**config.mk**
```make
export PLATFORM = sky130hd
export DESIGN_NAME = strict_ipv4_dotted_parser
export DESIGN_NICKNAME = d
export VERILOG_FILES = /design/src/hdl/ipv4p_pkg.sv /design/src/hdl/strict_ipv4_dotted_parser.sv /design/src/hdl/ipv4p_core.sv
export SDC_FILE = /design/constraint.sdc
export NUM_CORES = 1
export LEC_CHECK = 0
export ABC_AREA = 0
export BUFFER_PORTS_ARGS = -buffer_cell sky130_fd_sc_hd__buf_2
export CORE_MARGIN = 3
export CORE_UTILIZATION = 55
export CTS_CLUSTER_SIZE = 10
export DETAILED_ROUTE_END_ITERATION = 10
export PLACE_DENSITY = 0.76
export SYNTH_ARGS = -nofsm -noshare
export SYNTH_HDL_FRONTEND = slang
export SYNTH_SLANG_ARGS = --single-unit
```
**constraint.sdc**
```tcl
create_clock -name clk -period 4.4 [get_ports clk]
set_input_delay 0.22 -clock clk [delete_from_list [all_inputs] [get_ports clk]]
set_output_delay 0.22 -clock clk [all_outputs]
set_load 0.02 [all_outputs]
```
**src/hdl/ipv4p_pkg.sv**
```systemverilog
// ----------------------------------------------------------------------------
// ipv4p_pkg
// Shared types and constants for the strict dotted-decimal IPv4 parser.
// ----------------------------------------------------------------------------
package ipv4p_pkg;

	localparam int CHAR_W    = 8;
	localparam int ADDR_W    = 32;
	localparam int OCTET_W   = 8;
	localparam int VALUE_W   = 10;  // holds up to three digits (999)
	localparam int DCNT_W    = 2;
	localparam int OCNT_W    = 2;   // octets closed by a dot, 0..3

	localparam logic [CHAR_W-1:0]  CH_NUL  = 8'h00;
	localparam logic [CHAR_W-1:0]  CH_ZERO = 8'h30;
	localparam logic [CHAR_W-1:0]  CH_NINE = 8'h39;
	localparam logic [CHAR_W-1:0]  CH_DOT  = 8'h2E;
	localparam logic [VALUE_W-1:0] OCTET_MAX  = 10'd255;
	localparam logic [DCNT_W-1:0]  MAX_DIGITS = 2'd3;
	localparam logic [OCNT_W-1:0]  LAST_DOTS  = 2'd3;   // dots in a full address

	typedef struct packed {
		logic              ok;
		logic [ADDR_W-1:0] addr;
	} parse_res_t;

endpackage

```
**src/hdl/strict_ipv4_dotted_parser.sv**
```systemverilog
// ----------------------------------------------------------------------------
// strict_ipv4_dotted_parser
// Streams a NUL-terminated string and reports a strict dotted-quad IPv4 address.
// ----------------------------------------------------------------------------
// One character per request, one request per cycle while input ready is high.
// Each character is registered, then folded into the parse state as it leaves
// that register; a NUL produces one registered result request (tuser = valid
// flag, tdata = address, zero when invalid) and the state clears for the next
// string. Input ready drops only while a NUL waits behind an unread result.
module strict_ipv4_dotted_parser (
	input  logic                          clk,
	input  logic                          arst_n,
	input  logic                          s_axis_tvalid,
	output logic                          s_axis_tready,
	input  logic [ipv4p_pkg::CHAR_W-1:0]  s_axis_tdata,   // [7:0] ch
	output logic                          m_axis_tvalid,
	input  logic                          m_axis_tready,
	output logic [ipv4p_pkg::ADDR_W-1:0]  m_axis_tdata,   // [31:0] address
	output logic                          m_axis_tuser    // [0] valid_res
);
	import ipv4p_pkg::*;

	logic              vld_s1;
	logic [CHAR_W-1:0] ch_s1;
	logic              is_term;
	logic              stall;
	logic              adv;
	parse_res_t        res;
	logic              res_ok_q;
	logic [ADDR_W-1:0] res_addr_q;

	assign is_term       = (ch_s1 == CH_NUL);
	assign stall         = vld_s1 && is_term && m_axis_tvalid && !m_axis_tready;
	assign adv           = vld_s1 && !stall;
	assign s_axis_tready = !stall;

	always_ff @(posedge clk or negedge arst_n) begin
		if (!arst_n) begin
			vld_s1 <= 1'b0;
		end else if (s_axis_tready) begin
			vld_s1 <= s_axis_tvalid;
		end
	end

	always_ff @(posedge clk) begin
		if (s_axis_tvalid && s_axis_tready) begin
			ch_s1 <= s_axis_tdata;
		end
	end

	ipv4p_core u_core (
		.clk    (clk),
		.arst_n (arst_n),
		.step   (adv),
		.ch     (ch_s1),
		.res    (res)
	);

	always_ff @(posedge clk or negedge arst_n) begin
		if (!arst_n) begin
			m_axis_tvalid <= 1'b0;
		end else if (adv && is_term) begin
			m_axis_tvalid <= 1'b1;
		end else if (m_axis_tready) begin
			m_axis_tvalid <= 1'b0;
		end
	end

	always_ff @(posedge clk) begin
		if (adv && is_term) begin
			res_ok_q   <= res.ok;
			res_addr_q <= res.addr;
		end
	end

	assign m_axis_tuser = res_ok_q;
	assign m_axis_tdata = res_addr_q;

	// invalid strings always report a zero address
	a_inv_zero: assert property (@(posedge clk) disable iff (!arst_n)
		m_axis_tvalid && !m_axis_tuser |-> m_axis_tdata == '0)
		else $error("invalid result with nonzero address");

	// input only backs up behind a blocked result
	a_stall_cause: assert property (@(posedge clk) disable iff (!arst_n)
		!s_axis_tready |-> m_axis_tvalid && !m_axis_tready)
		else $error("input stalled without output backpressure");

	// a terminator that leaves stage 1 always yields a result
	a_term_res: assert property (@(posedge clk) disable iff (!arst_n)
		adv && is_term |=> m_axis_tvalid)
		else $error("terminator produced no result");

endmodule

```
**src/hdl/ipv4p_core.sv**
```systemverilog
// ----------------------------------------------------------------------------
// ipv4p_core
// Parse state and one-character update; forms the result for a terminator.
// ----------------------------------------------------------------------------
module ipv4p_core (
	input  logic                          clk,
	input  logic                          arst_n,
	input  logic                          step,
	input  logic [ipv4p_pkg::CHAR_W-1:0]  ch,
	output ipv4p_pkg::parse_res_t         res
);
	import ipv4p_pkg::*;

	logic [VALUE_W-1:0] value_q, value_d;
	logic [DCNT_W-1:0]  dcnt_q, dcnt_d;
	logic               lead0_q, lead0_d;
	logic [ADDR_W-1:0]  acc_q, acc_d;
	logic [OCNT_W-1:0]  ocnt_q, ocnt_d;
	logic               rej_q, rej_d;

	logic               is_digit;
	logic [VALUE_W-1:0] digit;
	logic [VALUE_W-1:0] value_x10;
	logic               octet_ok;

	assign is_digit  = (ch >= CH_ZERO) && (ch <= CH_NINE);
	assign digit     = VALUE_W'(ch - CH_ZERO);
	assign value_x10 = {value_q[VALUE_W-4:0], 3'b000} + {value_q[VALUE_W-2:0], 1'b0};
	assign octet_ok  = (dcnt_q != '0) && (value_q <= OCTET_MAX);

	always_comb begin
		res.ok   = !rej_q && octet_ok && (ocnt_q == LAST_DOTS);
		res.addr = res.ok ? {acc_q[ADDR_W-OCTET_W-1:0], value_q[OCTET_W-1:0]} : '0;
	end

	always_comb begin
		value_d = value_q;
		dcnt_d  = dcnt_q;
		lead0_d = lead0_q;
		acc_d   = acc_q;
		ocnt_d  = ocnt_q;
		rej_d   = rej_q;
		priority if (ch == CH_NUL) begin
			value_d = '0;
			dcnt_d  = '0;
			lead0_d = 1'b0;
			acc_d   = '0;
			ocnt_d  = '0;
			rej_d   = 1'b0;
		end else if (rej_q) begin
			// drain until terminator
		end else if (is_digit) begin
			if (dcnt_q == '0) begin
				lead0_d = (digit == '0);
				value_d = digit;
				dcnt_d  = DCNT_W'(1);
			end else if (dcnt_q >= MAX_DIGITS || lead0_q) begin
				rej_d = 1'b1;
			end else begin
				value_d = value_x10 + digit;
				dcnt_d  = dcnt_q + DCNT_W'(1);
			end
		end else if (ch == CH_DOT) begin
			if (!octet_ok || ocnt_q >= LAST_DOTS) begin
				rej_d = 1'b1;
			end else begin
				acc_d   = {acc_q[ADDR_W-OCTET_W-1:0], value_q[OCTET_W-1:0]};
				ocnt_d  = ocnt_q + OCNT_W'(1);
				value_d = '0;
				dcnt_d  = '0;
				lead0_d = 1'b0;
			end
		end else begin
			rej_d = 1'b1;
		end
	end

	always_ff @(posedge clk or negedge arst_n) begin
		if (!arst_n) begin
			value_q <= '0;
			dcnt_q  <= '0;
			lead0_q <= 1'b0;
			acc_q   <= '0;
			ocnt_q  <= '0;
			rej_q   <= 1'b0;
		end else if (step) begin
			value_q <= value_d;
			dcnt_q  <= dcnt_d;
			lead0_q <= lead0_d;
			acc_q   <= acc_d;
			ocnt_q  <= ocnt_d;
			rej_q   <= rej_d;
		end
	end

endmodule

```
# Yosys cells after proc, flatten, opt, wreduce, memory -nomap -nowiden
# Index checks and enable logic that the tools add are counted.
[op_classes]
n_addsub = 5
magnitude_cmp = 5
eq_ne = 8
n_mux = 39
reduce_logical = 26
[ops]
columns = ["op", "count"]
rows = [
  ["two-way mux 24 bit", 5],
  ["two-way mux 10 bit", 7],
  ["two-way mux 2 bit", 12],
  ["adder 10 bit", 2],
  ["two-way mux 1 bit", 15],
  ["AND reduction 5 bit", 3],
  ["<= comparator 10 x 8 -> 1 bit, second input constant", 1],
  ["logical AND 1 bit", 10],
  ["zero test 10 bit", 1],
  ["subtractor 8 x 6 -> 9 bit, second input constant", 1],
  ["equality test 8 x 6 -> 1 bit, second input constant", 1],
  ["greater-or-equal comparator 8 x 6 -> 1 bit, second input constant", 1],
  ["<= comparator 8 x 6 -> 1 bit, second input constant", 1],
  ["zero test 8 bit", 1],
  ["!= test 2 bit, second input constant", 3],
  ["nonzero test 2 bit", 3],
  ["adder 2 x 1 -> 2 bit, second input constant", 2],
  ["greater-or-equal comparator 2 bit, second input constant", 2],
  ["zero test 1 bit", 4],
  ["!= test 4 bit, second input constant", 1],
  ["!= test 3 x 2 -> 1 bit, second input constant", 1],
  ["!= test 3 bit, second input constant", 1],
  ["nonzero test 3 bit", 1],
  ["equality test 2 bit, second input constant", 1],
  ["other kinds (2)", 3],
]
[totals]
reg_bits = 83
output_inout_bits = 35

# Depth between registers and ports, before layout
[logic_depth]
word_depth = 9
depth_mapped = 12
mapped_depth_nobuf = 12

# Hierarchy
# A second synthesis with hierarchy kept.
[hier_totals]
cells_unflattened = 314
hier_area_um2 = 3967.6
[modules_own_cells]
columns = ["mod", "n_inst", "cells_per_inst", "area_per_inst_um2"]
rows = [
  ["ipv4p_core", 1, 257, 2591.2],
  ["strict_ipv4_dotted_parser", 1, 57, 1376.3],
]

# Least setup slack after synthesis
# Ideal clock, no wire load.
[synth_timing]
kind = "flip-flop to flip-flop"
start = "register ch_s1[1]"
end = "register res_addr_q[0], in the netlist m_axis_tdata[0], enable pin"
setup_time_ns = 0.424
t_arrival_ns = 2.748
setup_slack_ns = 1.227
stages_incl_launch_ff = 6
path_buffers = 1
period_less_slack_ns = 3.173
path_cell_list = "edfxtp_1 nor4_4 and3_1 buf_2 nand2_1 nor2_1"
[synth_via]
elab_chain_cells = 7
[synth_rtl]
columns = ["element", "line_no", "source"]
rows = [
  ["from (decl)", "strict_ipv4_dotted_parser.sv:24", "logic [CHAR_W-1:0] ch_s1;"],
  ["from (signal assigned)", "strict_ipv4_dotted_parser.sv:47", "ch_s1 <= s_axis_tdata;"],
  ["zero test 8 bit *", "strict_ipv4_dotted_parser.sv:32", "assign is_term = (ch_s1 == CH_NUL);"],
  ["logical AND 1 bit (3 in a row)", "strict_ipv4_dotted_parser.sv:33", "assign stall = vld_s1 && is_term && m_axis_tvalid && !m_axis_tready;"],
  ["zero test 1 bit", "strict_ipv4_dotted_parser.sv:34", "assign adv = vld_s1 && !stall;"],
  ["logical AND 1 bit", "strict_ipv4_dotted_parser.sv:34", ""],
  ["logical AND 1 bit *", "strict_ipv4_dotted_parser.sv:70", "if (adv && is_term) begin"],
  ["to (signal assigned)", "strict_ipv4_dotted_parser.sv:72", "res_addr_q <= res.addr;"],
  ["to (decl)", "strict_ipv4_dotted_parser.sv:30", "logic [ADDR_W-1:0] res_addr_q;"],
]
# Every way passes the cells marked *; elsewhere a longest branch is shown, timed or not.
# A chain may end at the register's enable or synchronous reset.

# Worst setup path after layout
[layout_timing]
start = "register ch_s1[1]"
end = "register u_core.acc_q[5]"
[layout_via]
elab_chain_cells = 7
word_cells_on_any_way = 16
cone_classes = "2 x order compare; 4 x eq/ne; 1 x mux; 9 x reduce/logical"
[layout_rtl]
columns = ["element", "line_no", "source"]
rows = [
  ["branches (longest 7 deep; another with greater-or-equal comparator 8 x 6 -> 1 bit)", "-", ""],
  ["to (signal assigned)", "ipv4p_core.sv:83", "acc_q <= '0;"],
  ["to (signal assigned)", "ipv4p_core.sv:90", "acc_q <= acc_d;"],
  ["to (decl)", "ipv4p_core.sv:17", "logic [ADDR_W-1:0] acc_q, acc_d;"],
]
# Parallel ways; which one is timed is not known.

==> impl_metrics.yaml <==
yosys:
  synthesis.area_mm2: 0.00402
  yosys_warnings: 0
  synthDominantCellAreaShare_pct: 30.6
  synth_area_leader_cell: "edfxtp_1"
  synthFlopType: "dfrtp_1"
  synth_cell_type_count: 45
  syn_inst: 354
  synthArstFlopShare_pct: 50.6
  synth-edff-count: 41
  syn_avg_cell_area_um2: 11.4
  netlist_top_cells_area: "edfxtp_1, dfrtp_1, nand2_1, and2_1, ha_1"
  ys_seq_area_share_pct: 56.7
  synth_nets: 389
  synth_seq_cells: 83
timing:
  tightestPinTransition_ns: 1.03
  slew_headroom_pct: 31.4
  fmax_mhz: 329
  final.period_utilization_pct: 69.2
  holdWs_ns: 0.00630
  finalSetupViolCount: 0
  fin_ws_ns: 1.36
  finalMaxSlewViolations: 0
  hold_viol_final: 0
  period_needed_ns: 3.04
  fin_tns_setup_ns: 0
  rsz0062_at_grt: "false"
  clock_skew_ns: 0.00653
drt:
  wl_um: 7080
  drtIter0Drc: 92
  drc: 0
  drtPass1Iterations: 4
  wl_per_cell_um: 14.2
  vias_per_cell: 5.20
  via_count: 2600
  drtAntennaViolNets: 0
grt:
  antenna_found_initial: 0
  grt_pass1_wl_um: 12000
  grt_overflow: 0
  track_usage_pct: 18.3
  grt_pass1_vias: 2504
  grt_start_max_net_pins: 53
floorplan:
  pin_count: 47
  die_h_um: 91.5
  core_area_mm2: 0.00694
  dieArea_mm2: 0.00838
  die_x_um: 91.5
  initial_core_util_pct: 57.9
  row_count: 30
layout:
  nets: 434
  layout_common_cells: "nand2_1, buf_2, dfrtp_1"
  area_growth_syn_to_layout_pct: 12.0
  drive_gt1_share_pct: 20.3
  final_core_util_pct: 64.9
  diodes: 0
  final_common_cell: "nand2_1"
  num-fill-cells: 546
clock_network:
  cts_buffers: 9
  tritoncts: "yes"
  h-tree-depth: 3
  clk_path_buf_depth: 2
  clkSlewWorstSetupHoldPaths_ns: 0.08
  clock_latency_ns: 0.35
  post_cts_buffers: 0
  cts.sinks: 83
  hold_buffers: 0
  cts_root_buf: "clkbuf_8"
  post_cts_resized: 0
critical_path:
  path_delay_family: "simple AND/OR/NAND/NOR gates"
  critical_path_buf_inv_count: 0
  arrival_ns: 3.25
  ff2ff_setup_slack_ns: 1.36
  max_stage_delay_ns: 0.71
  cp-end-kind: "flop"
  crit_path_max_fanout: 52
  crit_type: "flop to flop"
  slowest_stage: "nand3_2"
  cp_cell_sequence: "nor4_4 -> and3_1 -> o211a_1 -> nand3_2 -> nand2_1 -> o31ai_2"
  cp_data_required_time_ns: 4.60
  start_kind: "flop"
place:
  io_buffer_count: 46
  gp_congestion: 0.889
  dpl.hpwl_um: 5020
  post-place-ws_ns: 1.41
hold_path:
  min_path_type: "primary input to async pin"
power:
  p_per_area_mw_per_mm2: 303
  ir_drop_v: 0.000167
  p_leak_uw: 0.00199
  finalPower_uw: 1370
run:
  maxCapViolations: 0
run_status:
  outcome: "completed"
-- through the flow --
| stage | cell area, um^2 | instances |
|---|---|---|
| after CTS | 4510 | 500 |
| after floorplan | 4020 | 354 |
| final | 4510 | 500 |
| after global routing | 4510 | 500 |
| after global placement | 4330 | 484 |
| after detailed placement | 4330 | 484 |
-- worst paths after layout --
check                                    endpoint              from  cells past startpoint
worst max-delay path              u_core.acc_q[5]          ch_s1[1]                      6
worst min-delay path            u_core.value_q[0]            arst_n                      1
worst max register to register    u_core.acc_q[5]          ch_s1[1]                      6
worst min register to register   u_core.acc_q[17]  u_core.acc_q[17]                      2
max in group asynchronous        u_core.acc_q[22]            arst_n                      1
min in group clk                         ch_s1[6]   s_axis_tdata[6]                      1
-- flip-flops by register name, summed over array words and instances, names as in the netlist --
register and flops:
ch_s1 8, u_core.rej_q 1, m_axis_tdata 32, u_core.lead0_q 1
u_core.dcnt_q 2, u_core.acc_q 24, u_core.value_q 10, m_axis_tuser 1
u_core.ocnt_q 2, m_axis_tvalid 1, vld_s1 1
-- final cells by class --
class | instances | area (um^2) | share of cell area (%)
repair buffers | 50 | 260 | 5.77
multi-input cells | 231 | 1580 | 35.1
clock buffers | 9 | 124 | 2.75
clock inverters | 7 | 51.3 | 1.14
inverters | 24 | 90.1 | 2.00
flip-flops and latches | 83 | 2280 | 50.6
well taps | 96 | 120 | 2.66
-- synth_stat cells (2+ instances only) --
library cell	count
xnor2_1	7
a22o_1	3
o21ai_1	16
buf_2	5
o21bai_1	2
nor3_1	3
nand3_1	6
nor2_1	9
o21ai_0	13
edfxtp_1	41
xor2_1	4
a21oi_1	7
nand2b_1	2
o31ai_2	6
nand3_2	2
and3_1	3
o211ai_1	2
inv_1	24
and2_1	34
dfrtp_1	42
mux2i_1	4
ha_1	16
o31ai_1	7
nand2_1	60
fa_1	7
clkbuf_1	10
-- logic make-up (layout without fill, tap and decap cells) --
kind of cell,after synthesis,count (layout),synth area share [%]
XOR/XNOR,11,11,2.39
multiplexers,4,4,0.995
adder cells (fa/ha/maj),23,23,8.46
AND/OR/NAND/NOR,128,128,16.2
buffers and inverters,40,90,4.07
flip-flops,83,83,56.7
AO/OA/AOI/OAI,65,65,11.1
-- report_power, final --
| group | switching (uW) | leakage (uW) | internal, uW |
|---|---|---|---|
| registers | 8.07 | 0.000981 | 816 |
| logic | 35.8 | 0.000923 | 21.9 |
| clock network | 276 | 0.0000860 | 208 |
| total | 320 | 0.00199 | 1050 |
-- per-layer routing --
metal / share of wire (%) / track usage, % / vias to the layer above
li1: - / - / 1301
met4: 1.7 / 5.90 / 0
met3: 5.5 / 4.14 / 13
met2: 49 / 31.2 / 70
met5: 0 / 0 / -
met1: 43 / 23.1 / 1216
Power figures use the tool's default switching activity.
